### src/rtl/hbns_pkg.sv
package hbns_pkg;

  localparam int POS_W      = 12;
  localparam int WORD_W     = 6;
  localparam int BIT_W      = 6;
  localparam int LEAF_BITS  = 64;
  localparam int LEAF_WORDS = 64;
  localparam int CAPACITY   = 4096;

  typedef enum logic [1:0] {
    OP_SET   = 2'd0,
    OP_CLEAR = 2'd1,
    OP_PREV  = 2'd2,
    OP_NEXT  = 2'd3
  } opcode_t;

  typedef struct packed {
    logic accept;
    logic word_step;
    logic neigh_step;
  } hbns_cmd_t;

  typedef struct packed {
    logic go_second;
  } hbns_status_t;

endpackage

### src/rtl/hbns_controller.sv
module hbns_controller
  import hbns_pkg::*;
(
  input  logic         clk,
  input  logic         rst,
  input  logic         start,
  output logic         busy,
  output logic         done,
  output hbns_cmd_t    cmd,
  input  hbns_status_t status
);

  typedef enum logic [1:0] {
    S_IDLE,
    S_WORD,
    S_NEIGH
  } state_t;

  state_t state;

  assign busy           = (state != S_IDLE);
  assign cmd.accept     = (state == S_IDLE) && start;
  assign cmd.word_step  = (state == S_WORD);
  assign cmd.neigh_step = (state == S_NEIGH);

  always_ff @(posedge clk) begin
    if (rst) begin
      state <= S_IDLE;
      done  <= 1'b0;
    end else begin
      done <= 1'b0;
      case (state)
        S_IDLE: begin
          if (start) begin
            state <= S_WORD;
          end
        end
        S_WORD: begin
          if (status.go_second) begin
            state <= S_NEIGH;
          end else begin
            state <= S_IDLE;
            done  <= 1'b1;
          end
        end
        S_NEIGH: begin
          state <= S_IDLE;
          done  <= 1'b1;
        end
        default: begin
          state <= S_IDLE;
        end
      endcase
    end
  end

endmodule

### config.mk
export PLATFORM = sky130hd
export DESIGN_NAME = hbns_controller
export DESIGN_NICKNAME = d
export VERILOG_FILES = /design/src/rtl/hbns_pkg.sv /design/src/rtl/hbns_controller.sv
export SDC_FILE = /design/constraint.sdc
export NUM_CORES = 1
export LEC_CHECK = 0
export BUFFER_PORTS_ARGS = -buffer_cell sky130_fd_sc_hd__buf_2
export CORE_AREA = 3 3 40 42
export DETAILED_ROUTE_END_ITERATION = 16
export DIE_AREA = 0 0 43 45
export HOLD_SLACK_MARGIN = 0.06
export PLACE_DENSITY = 0.42
export SLEW_MARGIN = 20
export SYNTH_ARGS = -nofsm -noshare
export SYNTH_HDL_FRONTEND = slang
export SYNTH_SLANG_ARGS = --single-unit
### constraint.sdc
create_clock -name clk -period 2.35 [get_ports clk]
set_clock_uncertainty 0.1 [all_clocks]
set_input_delay 0.1175 -clock clk [delete_from_list [all_inputs] [get_ports clk]]
set_output_delay 0.1175 -clock clk [all_outputs]
set_load 0.02 [all_outputs]
# Yosys cells after proc, flatten, opt, wreduce, memory -nomap -nowiden
# Index checks and enable logic that the tools add are counted.
# op_classes
n_eq_ne	3
mux	5
reduce_logical	3
# op_table
cell	n
2-bit 2-to-1 mux	2
2-bit case mux with 2 select lines	1
2-bit by 1-bit == test with 1-bit output (second input constant)	1
2-bit == test (second input constant)	1
2-bit zero test	1
2-bit != test (second input constant)	1
1-bit case mux with 2 select lines	1
2-bit nonzero test	1
1-bit logical AND	1
1-bit 2-to-1 mux	1
# word_totals
ff_bits	3
word_cells	13

# Longest topological paths before layout
# logic_depth
ltp_word	2
depth_mapped	5
mapped_depth_nobuf	5

# Least setup slack after synthesis
# Ideal clock, no wire load.
# synth_path
kind	flip-flop to flip-flop
from	reg state[0]
to	reg state[0]
t_arrival_ps	922
required_time_ps	2136
setup_slack_ps	1214
path_stages_with_launch	6
path_buffers	0
path_cell_list	dfxtp_1 -> inv_1 -> ha_1 -> nand2b_4 -> mux2i_1 -> nor2_1
# synth_via
elab_chain_len	2
elab_cells_between_ends	4
cone_classes	eq/ne: 2; mux: 1; reduce/logical: 1
# synth_rtl
element	line_no	source
from (decl)	hbns_controller.sv:19	state_t state;
from (signal assigned)	hbns_controller.sv:28	state <= S_IDLE;
from (signal assigned)	hbns_controller.sv:35	state <= S_WORD;
from (signal assigned)	hbns_controller.sv:40	state <= S_NEIGH;
2-bit by 1-bit == test with 1-bit output or 2-bit zero test (tied branches)	hbns_controller.sv:32	case (state)
2-bit case mux with 2 select lines or 2-bit != test (tied branches)	n/a	
# Several ways; a longest one is shown, not always the timed one.
# A chain may end at the register's enable or synchronous reset.

==> metrics list <==
- After synthesis, the largest family of logic cells by area is adder cells.
* Die span in y: 45 µm
- Register area: 60.1 µm²
- Final standard cell count with taps included and fillers excluded: 49
- The routed layout has 166 vias.
* Share of the clock period used by the worst path: 62.0%
- The number of setup buffers added after CTS is 0.
- Core region area: 1280 µm²
- Post-detailed-routing wire length: 397 µm
- Count of state elements after synthesis: 3
- The top cell types in the final layout, fill and taps aside, are 8 x sky130_fd_sc_hd__buf_2, 4 x sky130_fd_sc_hd__inv_1, 4 x sky130_fd_sc_hd__ha_1.
* Setup tns final: 0 ns
* Layout Area Growth over Synthesis: 55.6%
- In this run, the number of DRC markers left after iteration 0 of detailed routing was 1.
* Antenna violations before repair: 0
- Slew Limit Headroom: 91.2%
- The synthesized netlist occupies a cell area of 189 µm².
- Kind of end point of the critical path: output pin
- At the worst endpoint, the required time is 2.13 ns.
* Post-synthesis share of cell area spent on full adders, half adders and majority gates: 26.5%
* Share of final-layout standard cells stronger than drive strength 1: 38.2%
- Sequential-to-total area share from yosys stat: 31.8%
- Routed vias/inst: 3.39
* Count of fill cells added during filler insertion: 146
- Summing the areas of all xor and xnor instances in the mapped netlist gives 0% of the synthesized area.
* CTS HTree Levels: 1
- Detailed placement finished with a half-perimeter wire length of 300 µm.
- The worst path needs 1.46 ns of the cycle, external delays included.
- Skew-Pair Late Insertion Delay: 0.23 ns
- The worst hold path belongs to the class input port to flop.
- Highest achievable clock rate: 0.686 GHz
- Global routing used 5.16% of the available tracks across all layers.
- For this configuration, the core starts out at a cell density of 14.7%.
- Setup repair after global routing missed its margin: no
* Number of top-level pins: 9
* CTS tree: done
* Pin count of the biggest net entering global routing: 5
- The tree is rooted in a sky130_fd_sc_hd__clkbuf_4.
* Number of cells in the design after placement: 43
- Final weighted congestion in routability-driven placement: 0.613
- The detail route stage leaves a number of antenna-violating nets equal to 0.
- Largest voltage drop on the vdd net: 0.000248 V
* Netlist cell types: 11
- Leading cell type in the layout, fill and taps excluded: sky130_fd_sc_hd__buf_2
- Register-to-register setup slack: 1.13 ns
- The repair_antennas step left the layout with diodes totalling 0.
- The run finished with clean final reports.
- In the final routed layout, each cell accounts on average for 8.10 µm.
- Area enclosed by the die boundary: 1940 µm²
- Row generation in the floorplan step produced 13 rows.
* Share of cell area taken by muxes after synthesis: 5.30%
* Synthesized-area fraction occupied by ao, oa, aoi and oai cells: 5.30%
- Area used by multi-input combinational logic: 114 µm²
- Setup violations remaining at the end of the flow were counted as 0.
* Hold Crit Start: start
* Max FO, Critical Path: 3
- In this run the power density over the cells is 711 nW/µm².
- Counting every instance in the synthesized netlist gives 20.
- Global routing finished with a remaining overflow of 0.
- Post-CTS clock slew at the launch and capture registers of the worst setup and hold paths: 0.04 ns
- Maximum buffer depth of the clock tree: 2
- Total number of yosys warnings: 0
- Average cell area after synthesis: 9.45 µm²
- Number of buffers created by CTS: 3
* Worst reg2reg path startpoint: state[0]$_SDFFE_PP0P_
- In this run the tool buffered the top-level ports with 8 buffer cells.
* Launch point of the critical path: state[0]$_SDFFE_PP0P_
- The hold violation count in the final report is 0.
* DRC violations left: 0
* CP startpoint kind: flop
- CTS saw 3 sinks.
- The pre-antenna-repair detailed-routing pass consisted of 2 iterations.
- Synthesized netlist net count: 28
* Leakage power: 0.154 nW
- STA puts the critical path data arrival time at 1.24 ns.
- Area fraction in and, or, nand and nor cells after synthesis: 23.2%
* Vias in the first global route: 179
* Die W: 43 µm
* Crit Path Class: flop to output pin
- Global-route wire length before repair: 690 µm
- Pins over their slew limit: 0
- Pin slew with the least headroom to its limit: 0.129 ns
- MaxCap Viol Count: 0
- Fin nets: 43
-- power by group --
group          total [mW]  leakage, nW  internal, mW  switching, mW
registers          0.0581       0.0246        0.0555        0.00254
clock network      0.0913       0.0150        0.0637         0.0276
logic              0.0598        0.115        0.0257         0.0341
total               0.209        0.154         0.145         0.0642
-- flip-flops by register name, indices dropped and copies added, names as in the netlist --
register  count
state         2
done          1
-- layer usage --
metal / GRT usage (%) / routed length [µm] / share of wire (%) / vias up
li1: - / - / - / 89
met1: 6.27 / 199 / 50 / 68
met2: 6.29 / 146 / 37 / 9
met3: 2.39 / 51 / 13 / 0
met4: 5.42 / 0 / 0 / 0
met5: 0 / 0 / 0 / -
-- worst max-delay path, stage by stage, from the launching register on --
cell,delay [ns]
sky130_fd_sc_hd__dfxtp_1,0.34
sky130_fd_sc_hd__inv_1,0.08
sky130_fd_sc_hd__ha_1,0.25
sky130_fd_sc_hd__and2_2,0.18
sky130_fd_sc_hd__buf_2,0.15
-- cells by family (layout without fill, tap and decap cells) --
kind of cell,after synthesis,count (layout)
flops,3,3
fa+ha+maj,4,4
simple gates,6,6
buf+inv,4,18
mux,1,1
compound gates,2,2
-- synth_stat cells --
| library cell | number | share of area [%] |
|---|---|---|
| sky130_fd_sc_hd__a21oi_1 | 2 | 5.3 |
| sky130_fd_sc_hd__and2_2 | 1 | 4.0 |
| sky130_fd_sc_hd__dfxtp_1 | 3 | 32 |
| sky130_fd_sc_hd__ha_1 | 4 | 26 |
| sky130_fd_sc_hd__inv_1 | 4 | 7.9 |
| sky130_fd_sc_hd__mux2i_1 | 1 | 5.3 |
| sky130_fd_sc_hd__nand2b_4 | 1 | 7.3 |
| sky130_fd_sc_hd__nand3_1 | 1 | 2.6 |
| sky130_fd_sc_hd__nor2_1 | 1 | 2.0 |
| sky130_fd_sc_hd__nor3b_1 | 1 | 4.0 |
| sky130_fd_sc_hd__or2_0 | 1 | 3.3 |
-- area by class of cell --
cell class	count	share of cell area (%)
Inverter	4	5.11
Timing Repair Buffer	10	20.4
Multi-Input combinational cell	13	38.7
Sequential cell	3	20.4
Clock buffer	4	8.94
Tap cell	15	6.38
-- stage by stage --
stage               hold WS, ns  instance area (µm²)  utilization (%)  setup WS [ns]  power (mW)
finish                    0.173                  294             22.9          0.893       0.209
global route              0.188                  294             22.9          0.816       0.227
CTS                       0.170                  294             22.9          0.869       0.217
detailed placement        0.219                  248             19.3           1.13       0.117
global placement          0.214                  248             19.3           1.11       0.117
floorplan                0.0866                  189                -           1.21       0.100
-- final timing paths --
path / endpoint / cells after the start
setup / recovery: cmd[2] / 4
setup reg to reg: state[1]$_SDFFE_PP0P_ / 5
hold reg to reg: state[0]$_SDFFE_PP0P_ / 2
hold / removal: state[0]$_SDFFE_PP0P_ / 4
-- repair_timing --
| action | CTS | global route |
|---|---|---|
| hold endpoints to repair | 3 | 0 |
| hold buffers | 2 | 0 |
| gates resized for setup | 0 | 0 |
Note: power is estimated with default switching activity, not from simulation.
